## config.mk

```make
export PLATFORM = sky130hd
export DESIGN_NAME = base64_decoder_stream
export DESIGN_NICKNAME = d
export VERILOG_FILES = /design/src/b64d_pkg.sv /design/src/b64d_front.sv /design/src/b64d_fifo.sv /design/src/b64d_back.sv /design/src/base64_decoder_stream.sv
export SDC_FILE = /design/constraint.sdc
export NUM_CORES = 1
export LEC_CHECK = 0
export BUFFER_PORTS_ARGS = -buffer_cell sky130_fd_sc_hd__buf_4
export CELL_PAD_IN_SITES_DETAIL_PLACEMENT = 0
export CELL_PAD_IN_SITES_GLOBAL_PLACEMENT = 1
export CORE_UTILIZATION = 38
export CTS_BUF_LIST = sky130_fd_sc_hd__clkbuf_16
export DETAILED_ROUTE_END_ITERATION = 10
export PLACE_DENSITY_LB_ADDON = 0.05
export SLEW_MARGIN = 20
export SYNTH_ARGS = -nofsm -noshare
export SYNTH_HDL_FRONTEND = slang
export SYNTH_HIERARCHICAL = 1
export SYNTH_SLANG_ARGS = --single-unit
```

## constraint.sdc

```tcl
create_clock -name clk -period 10.5 [get_ports clk]
set_input_delay 1.575 -clock clk [delete_from_list [all_inputs] [get_ports clk]]
set_output_delay 1.575 -clock clk [all_outputs]
set_load 0.1 [all_outputs]
```

## src/b64d_pkg.sv

```systemverilog
// Shared types, constants and character classifier for the base64 decoder.
package b64d_pkg;

	localparam int unsigned MAX_BYTES_DEF   = 2048;
	localparam int unsigned QUEUE_DEPTH_DEF = 8;
	localparam int unsigned LEN_W           = 12;
	localparam logic [LEN_W-1:0] CAP_RESET  = 12'd2048;

	typedef enum logic [1:0] {
		CLS_OK  = 2'd0,
		CLS_PAD = 2'd1,
		CLS_BAD = 2'd2
	} class_t;

	typedef enum logic [1:0] {
		ST_OK       = 2'd0,
		ST_BADCHAR  = 2'd1,
		ST_OVERFLOW = 2'd2
	} status_t;

	typedef struct packed {
		logic [2:0][7:0]  bytes;
		logic [1:0]       nbytes;
		logic [LEN_W-1:0] start_len;
		logic             summary;
		status_t          status;
	} job_t;

	typedef struct packed {
		logic [5:0] sextet;
		class_t     cls;
	} char_info_t;

	function automatic char_info_t classify(input logic [7:0] ch);
		char_info_t r;
		r.sextet = 6'd0;
		r.cls    = CLS_OK;
		if (ch >= 8'h41 && ch <= 8'h5A) begin
			r.sextet = 6'(ch - 8'h41);
		end else if (ch >= 8'h61 && ch <= 8'h7A) begin
			r.sextet = 6'(ch - 8'h61 + 8'd26);
		end else if (ch >= 8'h30 && ch <= 8'h39) begin
			r.sextet = 6'(ch - 8'h30 + 8'd52);
		end else if (ch == 8'h2B) begin
			r.sextet = 6'd62;
		end else if (ch == 8'h2F) begin
			r.sextet = 6'd63;
		end else if (ch == 8'h3D) begin
			r.cls = CLS_PAD;
		end else begin
			r.cls = CLS_BAD;
		end
		return r;
	endfunction

endpackage

```

## src/b64d_front.sv

```systemverilog
// Front end: character intake, group assembly, capacity and error tracking.
module b64d_front #(
	parameter int unsigned MAX_BYTES = 2048
) (
	input  logic                         clk,
	input  logic                         arst_n,
	input  logic                         in_valid,
	input  logic                         in_stall,
	input  logic [7:0]                   code_char,
	input  logic                         last_char,
	input  logic                         cfg_wr,
	input  logic [b64d_pkg::LEN_W-1:0]   cfg_data,
	output logic                         push,
	output b64d_pkg::job_t               push_job
);
	import b64d_pkg::*;

	localparam int unsigned MAX_CAP_I = (MAX_BYTES > 4095) ? 4095 : MAX_BYTES;
	localparam logic [LEN_W-1:0] MAX_CAP = LEN_W'(MAX_CAP_I);

	logic [LEN_W-1:0] cap_cfg_q;
	logic [1:0]       pos_q;
	logic [5:0]       sext_q [3];
	class_t           cls_q [3];
	logic [LEN_W-1:0] cnt_q;
	status_t          err_q;

	char_info_t       ci;
	logic             accept;
	logic [LEN_W-1:0] cap;
	logic [LEN_W-1:0] room;
	logic [1:0]       want;
	logic             bad;
	logic             ovf;
	logic [1:0]       emit;
	status_t          err_n;
	logic [LEN_W-1:0] cnt_n;

	always_comb begin
		ci     = classify(code_char);
		accept = in_valid && !in_stall;
		cap    = (cap_cfg_q > MAX_CAP) ? MAX_CAP : cap_cfg_q;
		room   = (cnt_q >= cap) ? '0 : cap - cnt_q;
		want   = 2'd0;
		bad    = 1'b0;
		if (pos_q == 2'd3 && err_q == ST_OK) begin
			if (cls_q[0] != CLS_OK || cls_q[1] != CLS_OK) begin
				bad = 1'b1;
			end else if (cls_q[2] == CLS_PAD) begin
				want = 2'd1;
			end else if (cls_q[2] != CLS_OK) begin
				want = 2'd1;
				bad  = 1'b1;
			end else if (ci.cls == CLS_PAD) begin
				want = 2'd2;
			end else if (ci.cls != CLS_OK) begin
				want = 2'd2;
				bad  = 1'b1;
			end else begin
				want = 2'd3;
			end
		end
		ovf   = {{(LEN_W-2){1'b0}}, want} > room;
		emit  = ovf ? room[1:0] : want;
		err_n = ovf ? ST_OVERFLOW : (bad ? ST_BADCHAR : err_q);
		cnt_n = cnt_q + {{(LEN_W-2){1'b0}}, emit};

		push_job.bytes[0]  = {sext_q[0], sext_q[1][5:4]};
		push_job.bytes[1]  = {sext_q[1][3:0], sext_q[2][5:2]};
		push_job.bytes[2]  = {sext_q[2][1:0], ci.sextet};
		push_job.nbytes    = emit;
		push_job.start_len = cnt_q;
		push_job.summary   = last_char;
		push_job.status    = err_n;
		push = accept && (emit != 2'd0 || last_char);
	end

	always_ff @(posedge clk or negedge arst_n) begin
		if (!arst_n) begin
			cap_cfg_q <= CAP_RESET;
		end else if (cfg_wr) begin
			cap_cfg_q <= cfg_data;
		end
	end

	always_ff @(posedge clk or negedge arst_n) begin
		if (!arst_n) begin
			pos_q <= 2'd0;
			cnt_q <= '0;
			err_q <= ST_OK;
		end else if (accept) begin
			if (last_char) begin
				pos_q <= 2'd0;
				cnt_q <= '0;
				err_q <= ST_OK;
			end else begin
				pos_q <= pos_q + 2'd1;
				cnt_q <= cnt_n;
				err_q <= err_n;
			end
		end
	end

	always_ff @(posedge clk) begin
		if (accept && pos_q != 2'd3) begin
			sext_q[pos_q] <= ci.sextet;
			cls_q[pos_q]  <= ci.cls;
		end
	end

endmodule

```

## src/b64d_fifo.sv

```systemverilog
// Job queue between the decoder front end and the output sequencer.
module b64d_fifo #(
	parameter int unsigned DEPTH = 4
) (
	input  logic           clk,
	input  logic           arst_n,
	input  logic           push,
	input  b64d_pkg::job_t push_job,
	output logic           full,
	input  logic           pop,
	output logic           head_valid,
	output b64d_pkg::job_t head_job
);
	import b64d_pkg::*;

	localparam int unsigned PW = (DEPTH > 1) ? $clog2(DEPTH) : 1;
	localparam int unsigned CW = $clog2(DEPTH + 1);
	localparam logic [PW-1:0] LAST_PTR = PW'(DEPTH - 1);
	localparam logic [CW-1:0] FULL_CNT = CW'(DEPTH);

	job_t          mem_q [DEPTH];
	logic [PW-1:0] wr_ptr_q;
	logic [PW-1:0] rd_ptr_q;
	logic [CW-1:0] cnt_q;
	logic          do_push;
	logic          do_pop;

	assign full       = (cnt_q == FULL_CNT);
	assign head_valid = (cnt_q != '0);
	assign head_job   = mem_q[rd_ptr_q];
	assign do_push    = push && !full;
	assign do_pop     = pop && head_valid;

	always_ff @(posedge clk or negedge arst_n) begin
		if (!arst_n) begin
			wr_ptr_q <= '0;
			rd_ptr_q <= '0;
			cnt_q    <= '0;
		end else begin
			if (do_push) begin
				wr_ptr_q <= (wr_ptr_q == LAST_PTR) ? '0 : wr_ptr_q + PW'(1);
			end
			if (do_pop) begin
				rd_ptr_q <= (rd_ptr_q == LAST_PTR) ? '0 : rd_ptr_q + PW'(1);
			end
			if (do_push && !do_pop) begin
				cnt_q <= cnt_q + CW'(1);
			end else if (do_pop && !do_push) begin
				cnt_q <= cnt_q - CW'(1);
			end
		end
	end

	always_ff @(posedge clk) begin
		if (do_push) begin
			mem_q[wr_ptr_q] <= push_job;
		end
	end

endmodule

```

## src/b64d_back.sv

```systemverilog
// Back end: expands queued jobs into byte and summary words on the output channel.
module b64d_back (
	input  logic                       clk,
	input  logic                       arst_n,
	input  logic                       head_valid,
	input  b64d_pkg::job_t             head_job,
	output logic                       pop,
	output logic                       out_valid,
	input  logic                       out_stall,
	output logic [7:0]                 data_byte,
	output logic                       byte_valid,
	output logic                       done_res,
	output logic [1:0]                 status,
	output logic [b64d_pkg::LEN_W-1:0] decoded_length
);
	import b64d_pkg::*;

	logic [1:0]       idx_q;
	logic             out_valid_q;
	logic [7:0]       data_q;
	logic             byte_valid_q;
	logic             done_q;
	logic [1:0]       status_q;
	logic [LEN_W-1:0] len_q;

	logic             is_byte;
	logic             job_end;
	logic             load;
	logic [7:0]       sel_byte;
	logic [LEN_W-1:0] byte_len;
	logic [LEN_W-1:0] sum_len;

	always_comb begin
		is_byte = idx_q < head_job.nbytes;
		job_end = is_byte ? (idx_q == head_job.nbytes - 2'd1 && !head_job.summary) : 1'b1;
		load    = head_valid && (!out_valid_q || !out_stall);
		pop     = load && job_end;
		case (idx_q)
			2'd0:    sel_byte = head_job.bytes[0];
			2'd1:    sel_byte = head_job.bytes[1];
			2'd2:    sel_byte = head_job.bytes[2];
			default: sel_byte = 8'd0;
		endcase
		byte_len = head_job.start_len + {{(LEN_W-2){1'b0}}, idx_q} + LEN_W'(1);
		sum_len  = head_job.start_len + {{(LEN_W-2){1'b0}}, head_job.nbytes};
	end

	always_ff @(posedge clk or negedge arst_n) begin
		if (!arst_n) begin
			idx_q       <= 2'd0;
			out_valid_q <= 1'b0;
		end else if (load) begin
			idx_q       <= job_end ? 2'd0 : idx_q + 2'd1;
			out_valid_q <= 1'b1;
		end else if (!out_stall) begin
			out_valid_q <= 1'b0;
		end
	end

	always_ff @(posedge clk) begin
		if (load) begin
			data_q       <= is_byte ? sel_byte : 8'd0;
			byte_valid_q <= is_byte;
			done_q       <= !is_byte;
			status_q     <= is_byte ? ST_OK : head_job.status;
			len_q        <= is_byte ? byte_len : sum_len;
		end
	end

	assign out_valid      = out_valid_q;
	assign data_byte      = data_q;
	assign byte_valid     = byte_valid_q;
	assign done_res       = done_q;
	assign status         = status_q;
	assign decoded_length = len_q;

endmodule

```

## src/base64_decoder_stream.sv

```systemverilog
// Streaming base64 decoder top level.
//
// Input channel (in_valid/in_stall, code_char, last_char): one text character
// per word, last_char marks the final character of a message.
// Output channel (out_valid/out_stall): each word is either a decoded byte
// (byte_valid=1) or, after the last character, a summary (done_res=1) with
// status and the final decoded_length.
// Config channel (cfg_valid/cfg_ready, cfg_data): output capacity in bytes;
// cfg_ready is always high.
// Throughput: one character per cycle while in_stall is low, and one
// output word per cycle while out_stall is low. A decoded group's bytes
// are written into the job queue and then into the output register.
// When the receiver stalls, the output word holds and the job queue fills;
// in_stall rises once the queue holds QUEUE_DEPTH jobs.
// Reset clears the group, the byte count, the error status and the queue,
// and sets the capacity to 2048.
module base64_decoder_stream #(
	parameter int unsigned MAX_BYTES   = b64d_pkg::MAX_BYTES_DEF,
	parameter int unsigned QUEUE_DEPTH = b64d_pkg::QUEUE_DEPTH_DEF
) (
	input  logic                       clk,
	input  logic                       arst_n,
	input  logic                       in_valid,
	output logic                       in_stall,
	input  logic [7:0]                 code_char,
	input  logic                       last_char,
	input  logic                       cfg_valid,
	output logic                       cfg_ready,
	input  logic [b64d_pkg::LEN_W-1:0] cfg_data,
	output logic                       out_valid,
	input  logic                       out_stall,
	output logic [7:0]                 data_byte,
	output logic                       byte_valid,
	output logic                       done_res,
	output logic [1:0]                 status,
	output logic [b64d_pkg::LEN_W-1:0] decoded_length
);
	import b64d_pkg::*;

	logic push;
	job_t push_job;
	logic full;
	logic pop;
	logic head_valid;
	job_t head_job;

	assign cfg_ready = 1'b1;
	assign in_stall  = full;

	b64d_front #(
		.MAX_BYTES(MAX_BYTES)
	) u_front (
		.clk      (clk),
		.arst_n   (arst_n),
		.in_valid (in_valid),
		.in_stall (full),
		.code_char(code_char),
		.last_char(last_char),
		.cfg_wr   (cfg_valid && cfg_ready),
		.cfg_data (cfg_data),
		.push     (push),
		.push_job (push_job)
	);

	b64d_fifo #(
		.DEPTH(QUEUE_DEPTH)
	) u_fifo (
		.clk       (clk),
		.arst_n    (arst_n),
		.push      (push),
		.push_job  (push_job),
		.full      (full),
		.pop       (pop),
		.head_valid(head_valid),
		.head_job  (head_job)
	);

	b64d_back u_back (
		.clk           (clk),
		.arst_n        (arst_n),
		.head_valid    (head_valid),
		.head_job      (head_job),
		.pop           (pop),
		.out_valid     (out_valid),
		.out_stall     (out_stall),
		.data_byte     (data_byte),
		.byte_valid    (byte_valid),
		.done_res      (done_res),
		.status        (status),
		.decoded_length(decoded_length)
	);

endmodule

```

==> flow_summary.yaml, run 1 <==
routing:
  viasPerCell: 5.40
  ant_nets: 0
  totalWireLength_um: 41300
  avgRoutedWirePerCell_um: 23.6
  post-route-drc-count: 14
  drt-pass1-iter-count: 9
  dr_total_vias: 9434
  drt_iter0_drc: 688
global_route:
  antenna_found_initial: 0
  grt_pass1_wl_um: 62400
  grt_util_met1_pct: 25.7
  grt_busiest_layer: "met2"
  grt_start_max_net_pins: 50
  grt_util_met2_pct: 27.6
  grt_pass1_vias: 9669
  overflow: 0
  track_usage_pct: 17.6
  met3_usage_pct: 2.64
layout:
  area_growth_pct: 13.0
  drive_above_1_share_pct: 26.0
  final_area_mm2: 0.0206
  layout_common_cells: "edfxtp_1, mux4_2, buf_4, mux2_2, inv_1"
  layout.nets: 1183
  final_common_cell: "edfxtp_1"
floorplan:
  dieWidth_um: 221
  core_area_mm2: 0.0469
  row_count: 79
  io_pins: 53
  initial_utilization_pct: 38.8
  die-area_mm2: 0.0487
  die_y_um: 221
synth:
  syn_area_mm2: 0.0182
  synthDistinctLibCells: 78
  synth-warning-count: 6
  synth_top_cell_by_area: "edfxtp_1"
  ys.flop_type: "edfxtp_1"
  synth_area_leaders: "edfxtp_1, mux4_2, dfrtp_1"
  synth_edf_count: 376
  ys_seq_area_share_pct: 67.8
  avgSynthCellArea_um2: 17.4
  synth_top_area_share_pct: 62.1
  ys_ff_latch: 417
  syn-num-nets: 1121
  synthArstFlopShare_pct: 9.83
  syn_inst: 1044
setup_path:
  r2r_setup_slack_ps: 4360
  r2r_cells: 24
  worstPathArrival_ps: 6980
  cp_max_fo: 22
  startpoint_type: "primary input"
  critPathKind: "in -> reg"
  crit_end: "u_fifo/mem_q[3][18]$_DFFE_PP_"
  startpoint: "code_char[2]"
  timing.rr.end: "u_front/cnt_q[8]$_DFFE_PN0P_"
  crit_required_ps: 10720
  critPathCaptureType: "flop"
  r2r_start: "u_front/cap_cfg_q[11]$_DFFE_PN1P_"
timing:
  hold_viol: 0
  final-setup-viol-count: 0
  finalWorstSetupSlack_ps: 3740
  fin_crit_sh_pct: 64.4
  fin_skew_ps: 16.7
  drv_slew: 0
  fin_crit_ps: 6760
  setup_tns_ps: 0
  fmax_ghz: 0.148
  rsz0062_at_grt: "false"
  slew_headroom_pct: 31.1
  whs_ps: 495
  tightest_slew_ps: 1020
place:
  place_ws_ps: 3190
  dp_hpwl_um: 23800
  port_buffers: 51
  post_dp_cell_area_mm2: 0.0192
  gp_congestion: 0.773
clock_network:
  cts_tree: "done"
  post_cts_buffers: 0
  clock_path_buffers: 3
  clkLatencyLatePin_ps: 560
  path_clk_slew_ps: 60
  root_buffer: "clkbuf_16"
  cts_resized: 0
  clock-sinks: 417
  cts-hold-fix-buffers: 0
  cts_made_buffers: 45
  cts-htree-levels: 2
min_path:
  hold_path_depth: 2
  hold_path_class: "reg -> reg"
flow_run:
  drv_cap: 0
power_and_ir_drop:
  power_density_mw_per_mm2: 290
  finalPower_uw: 5960
  power_leakage_uw: 0.00701
  ir_worst_vdd_uv: 145
outcome:
  status: "finished, violations left"
  violations: "DRC"
cells in the mapped netlist (8+ instances only):
| cell | n |
|---|---|
| a222oi_1 | 8 |
| mux2_2 | 55 |
| mux4_2 | 82 |
| edfxtp_1 | 376 |
| buf_6 | 9 |
| buf_1 | 12 |
| dfrtp_1 | 40 |
| nor2b_1 | 15 |
| nand2_1 | 34 |
| o21ai_0 | 27 |
| ha_1 | 46 |
| nor2_1 | 34 |
| nand3_1 | 9 |
| nand4_1 | 10 |
| nand2b_1 | 13 |
| nor3_1 | 18 |
| a21oi_1 | 33 |
| clkbuf_1 | 19 |
| xnor2_1 | 20 |
| buf_4 | 8 |
| inv_1 | 40 |
worst max-delay path, stage by stage:
cell	delay, ps
buf_4	160
inv_1	130
ha_1	320
a21o_1	180
a311oi_1	90
nand3b_1	400
nand2_1	170
or2_2	330
o31ai_1	340
ha_1	290
nand2_1	70
o221ai_1	120
nor4_1	300
nand4_1	180
nor4_4	280
o41a_2	180
o31a_1	210
nand3_1	310
nor2_4	810
buf_4	490
cells by family (layout without fill, tap and decap cells):
logic type	Yosys count	after routing	share of synthesized area (%)
and+or+nand+nor	181	181	5.62
DFF	417	417	67.8
AOI/OAI and AO/OA	124	124	4.82
xor gates and xnor gates	26	26	1.25
muxes	149	149	14.3
adders and majority gates	51	51	3.72
other	1	2	0.0206
buffers and inverters	95	190	2.55
sequential cells by signal (all words and copies together) (netlist names):
name,cells
u_front/pos_q,2
u_back/data_byte,8
u_front/cnt_q,12
u_back/byte_valid,1
u_fifo/rd_ptr_q,3
u_fifo/cnt_q,4
u_front/sext_q,18
u_front/cls_q,6
u_back/decoded_length,12
u_fifo/wr_ptr_q,3
u_front/err_q,2
u_back/done_res,1
u_fifo/mem_q,328
u_back/out_valid,1
u_back/idx_q,2
u_back/status,2
u_front/cap_cfg_q,12
per-stage QoR:
stage	cells	utilization [%]
final	1747	43.9
after CTS	1746	43.8
after detailed placement	1666	41.0
after global placement	1666	41.0
after global routing	1746	43.9
after floorplan	1044	-
where the power goes:
part / internal, uW / leakage, uW / switching (uW)
clock: 822 / 0.000709 / 622
combinational: 832 / 0.00234 / 1340
sequential: 2140 / 0.00396 / 190
layout make-up:
cell class | instances | area, um^2
Fill cell | 4157 | 26300
Clock inverter | 35 | 203
Timing Repair Buffer | 70 | 526
Multi-Input combinational cell | 532 | 5460
Sequential cell | 417 | 12300
Clock buffer | 45 | 1130
Antenna cell | 1 | 2.50
Inverter | 40 | 150
Tap cell | 607 | 759
worst min path at each step:
stage | startpoint | end
finish | u_back/out_valid$_DFFE_PN0P_ | u_back/out_valid$_DFFE_PN0P_
global route | u_front/cap_cfg_q[3]$_DFFE_PN0P_ | u_front/cap_cfg_q[3]$_DFFE_PN0P_
CTS | u_front/cap_cfg_q[7]$_DFFE_PN0P_ | u_front/cap_cfg_q[7]$_DFFE_PN0P_
detailed placement | u_front/cap_cfg_q[7]$_DFFE_PN0P_ | u_front/cap_cfg_q[7]$_DFFE_PN0P_
global placement | u_front/cap_cfg_q[9]$_DFFE_PN0P_ | u_front/cap_cfg_q[9]$_DFFE_PN0P_
floorplan | u_front/cap_cfg_q[1]$_DFFE_PN0P_ | u_front/cap_cfg_q[1]$_DFFE_PN0P_
layer usage:
layer	vias to the layer above	part of all wire, %
li1	4275	-
met1	4934	48
met2	177	46
met3	48	3.8
met4	0	1.6
met5	-	0
(Power assumes the default switching activity.)
==> run 2: changes to the inputs <==
- clock period: 10.5 -> 5.6 ns (I/O delays scaled with it)
==> run 2 against run 1 <==
Against the previous run: the flow still finishes with violations (DRC); register-to-register slack got worse by 4000 ps; non-clock buffer count increased by 46; via count increased by 1.7%; core utilization increased by 1.8 points; global-route usage decreased by 0.053 points; cell area increased by 4.0%; sequential share of layout area decreased by 2.3 points; count of clock-buffer cells in the layout increased by 4; worst setup slack got worse by 3400 ps; largest cell class unchanged; largest power group unchanged.
==> flow_summary.yaml, run 2 (synthesis results as in run 1) <==
floorplan:
  initial_utilization_pct: 38.8
  die-area_mm2: 0.0487
  die_y_um: 221
  row_count: 79
  core_area_mm2: 0.0469
  dieWidth_um: 221
  io_pins: 53
global_route:
  met3_usage_pct: 3.30
  track_usage_pct: 17.6
  grt_pass1_vias: 10100
  antenna_found_initial: 2
  grt_busiest_layer: "met2"
  grt_util_met2_pct: 27.7
  grt_util_met1_pct: 25.3
  grt_start_max_net_pins: 43
  grt_pass1_wl_um: 62700
  overflow: 0
layout:
  largest_reg_flops: 328
  drive_above_1_share_pct: 30.3
  reg_top3: "u_fifo/mem_q x328, u_front/sext_q x18"
  final_common_cell: "edfxtp_1"
  diodes: 0
  area_growth_pct: 17.6
  layout.nets: 1231
  layout_common_cells: "edfxtp_1, buf_4, mux4_2, mux2_2, inv_1"
  top_register: "u_fifo/mem_q"
  finish.utilization_pct: 45.6
  fillers: 4106
power_and_ir_drop:
  finalPower_uw: 11600
  power_leakage_uw: 0.00740
  power_density_mw_per_mm2: 544
  p_seq_share_pct: 37.3
  netSwitchingPower_uw: 4090
  sw_frac_of_total_pct: 35.2
  ir_worst_vdd_uv: 192
  power.internal_uw: 7530
  combPwrFrac_pct: 36.4
  pwr-share-clk_pct: 26.3
timing:
  fin_crit_ps: 5250
  rsz0062_at_grt: "false"
  finalWorstSetupSlack_ps: 354
  tightest_slew_ps: 1050
  hold_viol: 0
  fin_skew_ps: 17.2
  slew_headroom_pct: 30.0
  fin_crit_sh_pct: 93.7
  final-setup-viol-count: 0
  drv_slew: 0
  fmax_ghz: 0.191
setup_path:
  cp_common_cell: "ha_1"
  worstPathArrival_ps: 5690
  startpoint_type: "flop"
  critPathKind: "reg -> reg"
  cp_slowest_cell: "dfstp_2"
  crit_required_ps: 6050
  max_stage_delay_ps: 520
  critPathCaptureType: "flop"
  cp_max_fo: 12
clock_network:
  root_buffer: "clkbuf_16"
  cts_tree: "done"
  cts_made_buffers: 47
  cts-htree-levels: 2
  cts-hold-fix-buffers: 0
  path_clk_slew_ps: 50
  clock-sinks: 417
  clock_path_buffers: 3
  clkLatencyLatePin_ps: 570
routing:
  viasPerCell: 5.33
  avgRoutedWirePerCell_um: 22.9
  drt_iter0_drc: 541
  ant_nets: 0
  post-route-drc-count: 6
  dr_total_vias: 9590
  totalWireLength_um: 41100
  drt-pass1-iter-count: 9
place:
  port_buffers: 51
  dp_hpwl_um: 25200
  gp_congestion: 0.779
  place_ws_ps: -68.0
outcome:
  status: "finished, violations left"
  violations: "DRC"
flow_run:
  drv_cap: 0
min_path:
  hold_path_class: "in -> async"
[run 2: worst max-delay path: cells and delay by family, from the launching register on]
family,cells,cell delay [ps]
compound gates,7,1000
fa+ha+maj,4,1160
simple gates,9,1870
flops,1,520
buf+inv,5,570
[run 2: area by class of cell]
cell class                 count  area [um^2]  share of cell area (%)
inverter                      40          158                   0.738
timing repair buffer         116         1010                    4.71
clock buffer                  49         1230                    5.74
clock inverter                37          327                    1.53
tap                          607          759                    3.55
multi-input combinational    532         5570                    26.1
sequential                   417        12300                    57.7
[run 2: timing repair]
action / 4_1_cts / 5_1_grt
endpoints found under the setup margin: 0 / 10
resized for setup: 0 / 10
buffers inserted: 0 / 1
[run 2: routing by layer]
metal  vias up  share of wire (%)
met1      4981                 48
met4         0                1.4
met5         -                  0
met3        42                4.5
li1       4386                  -
met2       181                 46
[run 2: final timing paths]
kind / cells after the start / start / end / slack [ps]
max: 25 / u_front/cap_cfg_q[11]$_DFFE_PN1P_ / u_fifo/cnt_q[3]$_DFFE_PN0P_ / 350
min: 1 / arst_n / u_front/cap_cfg_q[4]$_DFFE_PN0P_ / 280
max reg2reg: 25 / u_front/cap_cfg_q[11]$_DFFE_PN1P_ / u_fifo/cnt_q[3]$_DFFE_PN0P_ / 350
min reg2reg: 1 / u_front/cap_cfg_q[3]$_DFFE_PN0P_ / u_front/cap_cfg_q[3]$_DFFE_PN0P_ / 490
max in group asynchronous: 1 / arst_n / u_fifo/rd_ptr_q[1]$_DFFE_PN0P_ / 4810
min in group clk: 1 / u_front/cap_cfg_q[3]$_DFFE_PN0P_ / u_front/cap_cfg_q[3]$_DFFE_PN0P_ / 490
[run 2: power by group through the flow]
| stage | Combinational [uW] | Clock [uW] | Sequential, uW |
|---|---|---|---|
| after floorplan | 2560 | 0 | 4930 |
| after global placement | 4280 | 0 | 4400 |
| after detailed placement | 4270 | 0 | 4410 |
| after CTS | 4290 | 3160 | 4350 |
| after global routing | 4580 | 3270 | 4400 |
| final | 4230 | 3060 | 4330 |
[run 2: per-stage QoR]
step / area [um^2] / instances / TNS [ps] / hold WS [ps]
after floorplan: 18300 / 1044 / -4310 / 473
after global placement: 19800 / 1710 / 0 / 486
after detailed placement: 19800 / 1711 / -75.3 / 488
after CTS: 21300 / 1797 / 0 / 282
after global routing: 21400 / 1798 / 0 / 320
final: 21400 / 1798 / 0 / 281
==> run 3: changes to the inputs <==
- CAP_MARGIN: unset -> 40
- GPL_TIMING_DRIVEN: unset -> 0
==> run 3 against run 2 <==
Against the previous run: the flow still finishes with violations (DRC); die area stayed put; global-route usage rose by 0.48 points; maximum frequency fell by 1.7%; clock power decreased by 7%; count of clock-buffer cells in the layout shrank 2; hold slack gained 7.9 ps; cell area up 2.5%; sequential share of layout area decreased by 1.4 points; cell count rose by 3.2%; wire length increased by 3.2%; power up 0.83%; critical path type unchanged; largest power group is now combinational logic.
==> flow_summary.yaml, run 3 (synthesis results as in run 1) <==
place:
  place_ws_ps: -836
  gp_congestion: 0.760
  dp_hpwl_um: 28900
  port_buffers: 49
  placedCellCount: 1740
  post_dp_cell_area_mm2: 0.0201
floorplan:
  initial_utilization_pct: 38.8
  dieWidth_um: 221
  io_pins: 53
  die_y_um: 221
  core_area_mm2: 0.0469
  row_count: 79
  die-area_mm2: 0.0487
routing:
  post-route-drc-count: 6
  avgRoutedWirePerCell_um: 22.9
  viasPerCell: 5.32
  drt_iter0_drc: 686
  totalWireLength_um: 42400
  dr_total_vias: 9868
  drt-pass1-iter-count: 8
  ant_nets: 0
min_path:
  hold_path_class: "in -> async"
power_and_ir_drop:
  finalPower_uw: 11700
  ir_worst_vdd_uv: 234
  power_leakage_uw: 0.00762
  power_density_mw_per_mm2: 535
timing:
  fmax_ghz: 0.187
  drv_slew: 0
  slew_headroom_pct: 43.8
  hold_viol: 0
  final-setup-viol-count: 0
  fin_crit_ps: 5340
  fin_crit_sh_pct: 95.3
  rsz0062_at_grt: "true"
  whs_ps: 289
  tightest_slew_ps: 843
  finalWorstSetupSlack_ps: 261
  fin_skew_ps: 13.6
outcome:
  status: "finished, violations left"
  violations: "DRC"
layout:
  top_register: "u_fifo/mem_q"
  diodes: 0
  layout.nets: 1289
  fillers: 4087
  final_common_cell: "edfxtp_1"
  final_area_mm2: 0.0219
  layout_common_cells: "edfxtp_1, buf_4, mux4_2, mux2_2, clkbuf_16"
  largest_reg_flops: 328
  reg_top3: "u_fifo/mem_q x328, u_front/sext_q x18"
  area_growth_pct: 20.5
  fin_cells: 1856
  drive_above_1_share_pct: 33.5
setup_path:
  critPathCaptureType: "flop"
  r2r_start: "u_front/cap_cfg_q[11]$_DFFE_PN1P_"
  startpoint_type: "flop"
  critPathKind: "reg -> reg"
  cp_max_fo: 6
  crit_required_ps: 6040
  worstPathArrival_ps: 5780
  startpoint: "u_front/cap_cfg_q[11]$_DFFE_PN1P_"
flow_run:
  drv_cap: 0
global_route:
  grt_pass1_wl_um: 64000
  track_usage_pct: 18.1
  antenna_found_initial: 0
  grt_pass1_vias: 10100
  grt_start_max_net_pins: 42
  overflow: 0
clock_network:
  cts_made_buffers: 47
  clock-sinks: 417
  cts-hold-fix-buffers: 0
  path_clk_slew_ps: 60
  cts-htree-levels: 2
  cts_tree: "done"
  clkLatencyLatePin_ps: 570
  root_buffer: "clkbuf_16"
  clock_path_buffers: 3
run 3: cell count changes in the layout (fill, tap and decap cells not counted), sizes merged:
cell,previous run,this run
bufinv,6,3
inv,56,52
clkinv,14,23
clkbuf,49,63
buf,116,158
run 3: final cells by class:
cell class / instances / area, um^2 / share of cell area (%)
clock buffer: 47 / 1180 / 5.37
inverter: 40 / 160 / 0.731
clock inverter: 39 / 262 / 1.19
timing repair buffer: 121 / 1220 / 5.58
buffer: 53 / 335 / 1.53
sequential: 417 / 12300 / 56.3
multi-input combinational: 532 / 5670 / 25.9
tap: 607 / 759 / 3.47
run 3: worst max-delay path: stages (launching register included):
cell	delay, ps
dfstp_2	550
buf_6	110
nand2b_4	130
ha_2	170
inv_1	60
fa_2	410
a211oi_4	220
o211ai_1	150
a21oi_2	260
nor2_2	70
inv_1	60
ha_1	160
nor2b_4	160
o221ai_2	110
nor4_2	270
nand4_1	160
nor4_4	230
buf_4	190
nor2_4	60
o31a_1	370
nand2_4	110
inv_2	60
ha_4	170
inv_4	70
ha_4	210
or4_1	510
o211ai_1	110
o211ai_1	100
run 3: stage by stage:
step / utilization [%] / TNS (ps)
after global placement: 41.5 / -652770
after detailed placement: 42.8 / -94070
after CTS: 46.1 / -129
after global routing: 46.8 / -163
final: 46.8 / 0
after floorplan: - / -4310
run 3: repair_timing:
item | CTS | global route
endpoints found under the setup margin | 306 | 248
endpoints found under the hold margin | 0 | 0
gates resized for setup | 11 | 34
pin swaps | 9 | 23
setup buffers | 7 | 24
run 3: report_power, final:
group          switching [uW]  total (uW)  leakage (uW)  internal, uW
logic                    2760        4580       0.00292          1820
registers                 262        4280       0.00396          4010
clock network            1190        2860      0.000745          1660
run 3: path summary, 6_finish.rpt:
path / endpoint / slack, ps / cells past startpoint
worst max-delay path: u_fifo/cnt_q[3]$_DFFE_PN0P_ / 260 / 27
worst min-delay path: u_front/cap_cfg_q[4]$_DFFE_PN0P_ / 290 / 1
worst max register to register: u_fifo/cnt_q[3]$_DFFE_PN0P_ / 260 / 27
worst min register to register: u_front/cap_cfg_q[5]$_DFFE_PN0P_ / 500 / 1
max in group asynchronous: u_front/cnt_q[2]$_DFFE_PN0P_ / 4850 / 1
min in group clk: u_back/out_valid$_DFFE_PN0P_ / 490 / 3
run 3: layer usage:
layer	GRT usage (%)	up-vias	wire, um
met5	0	-	0
met2	28.6	203	19900
met3	3.11	56	1830
met1	26.0	5111	19900
li1	-	4498	-
met4	4.18	0	767
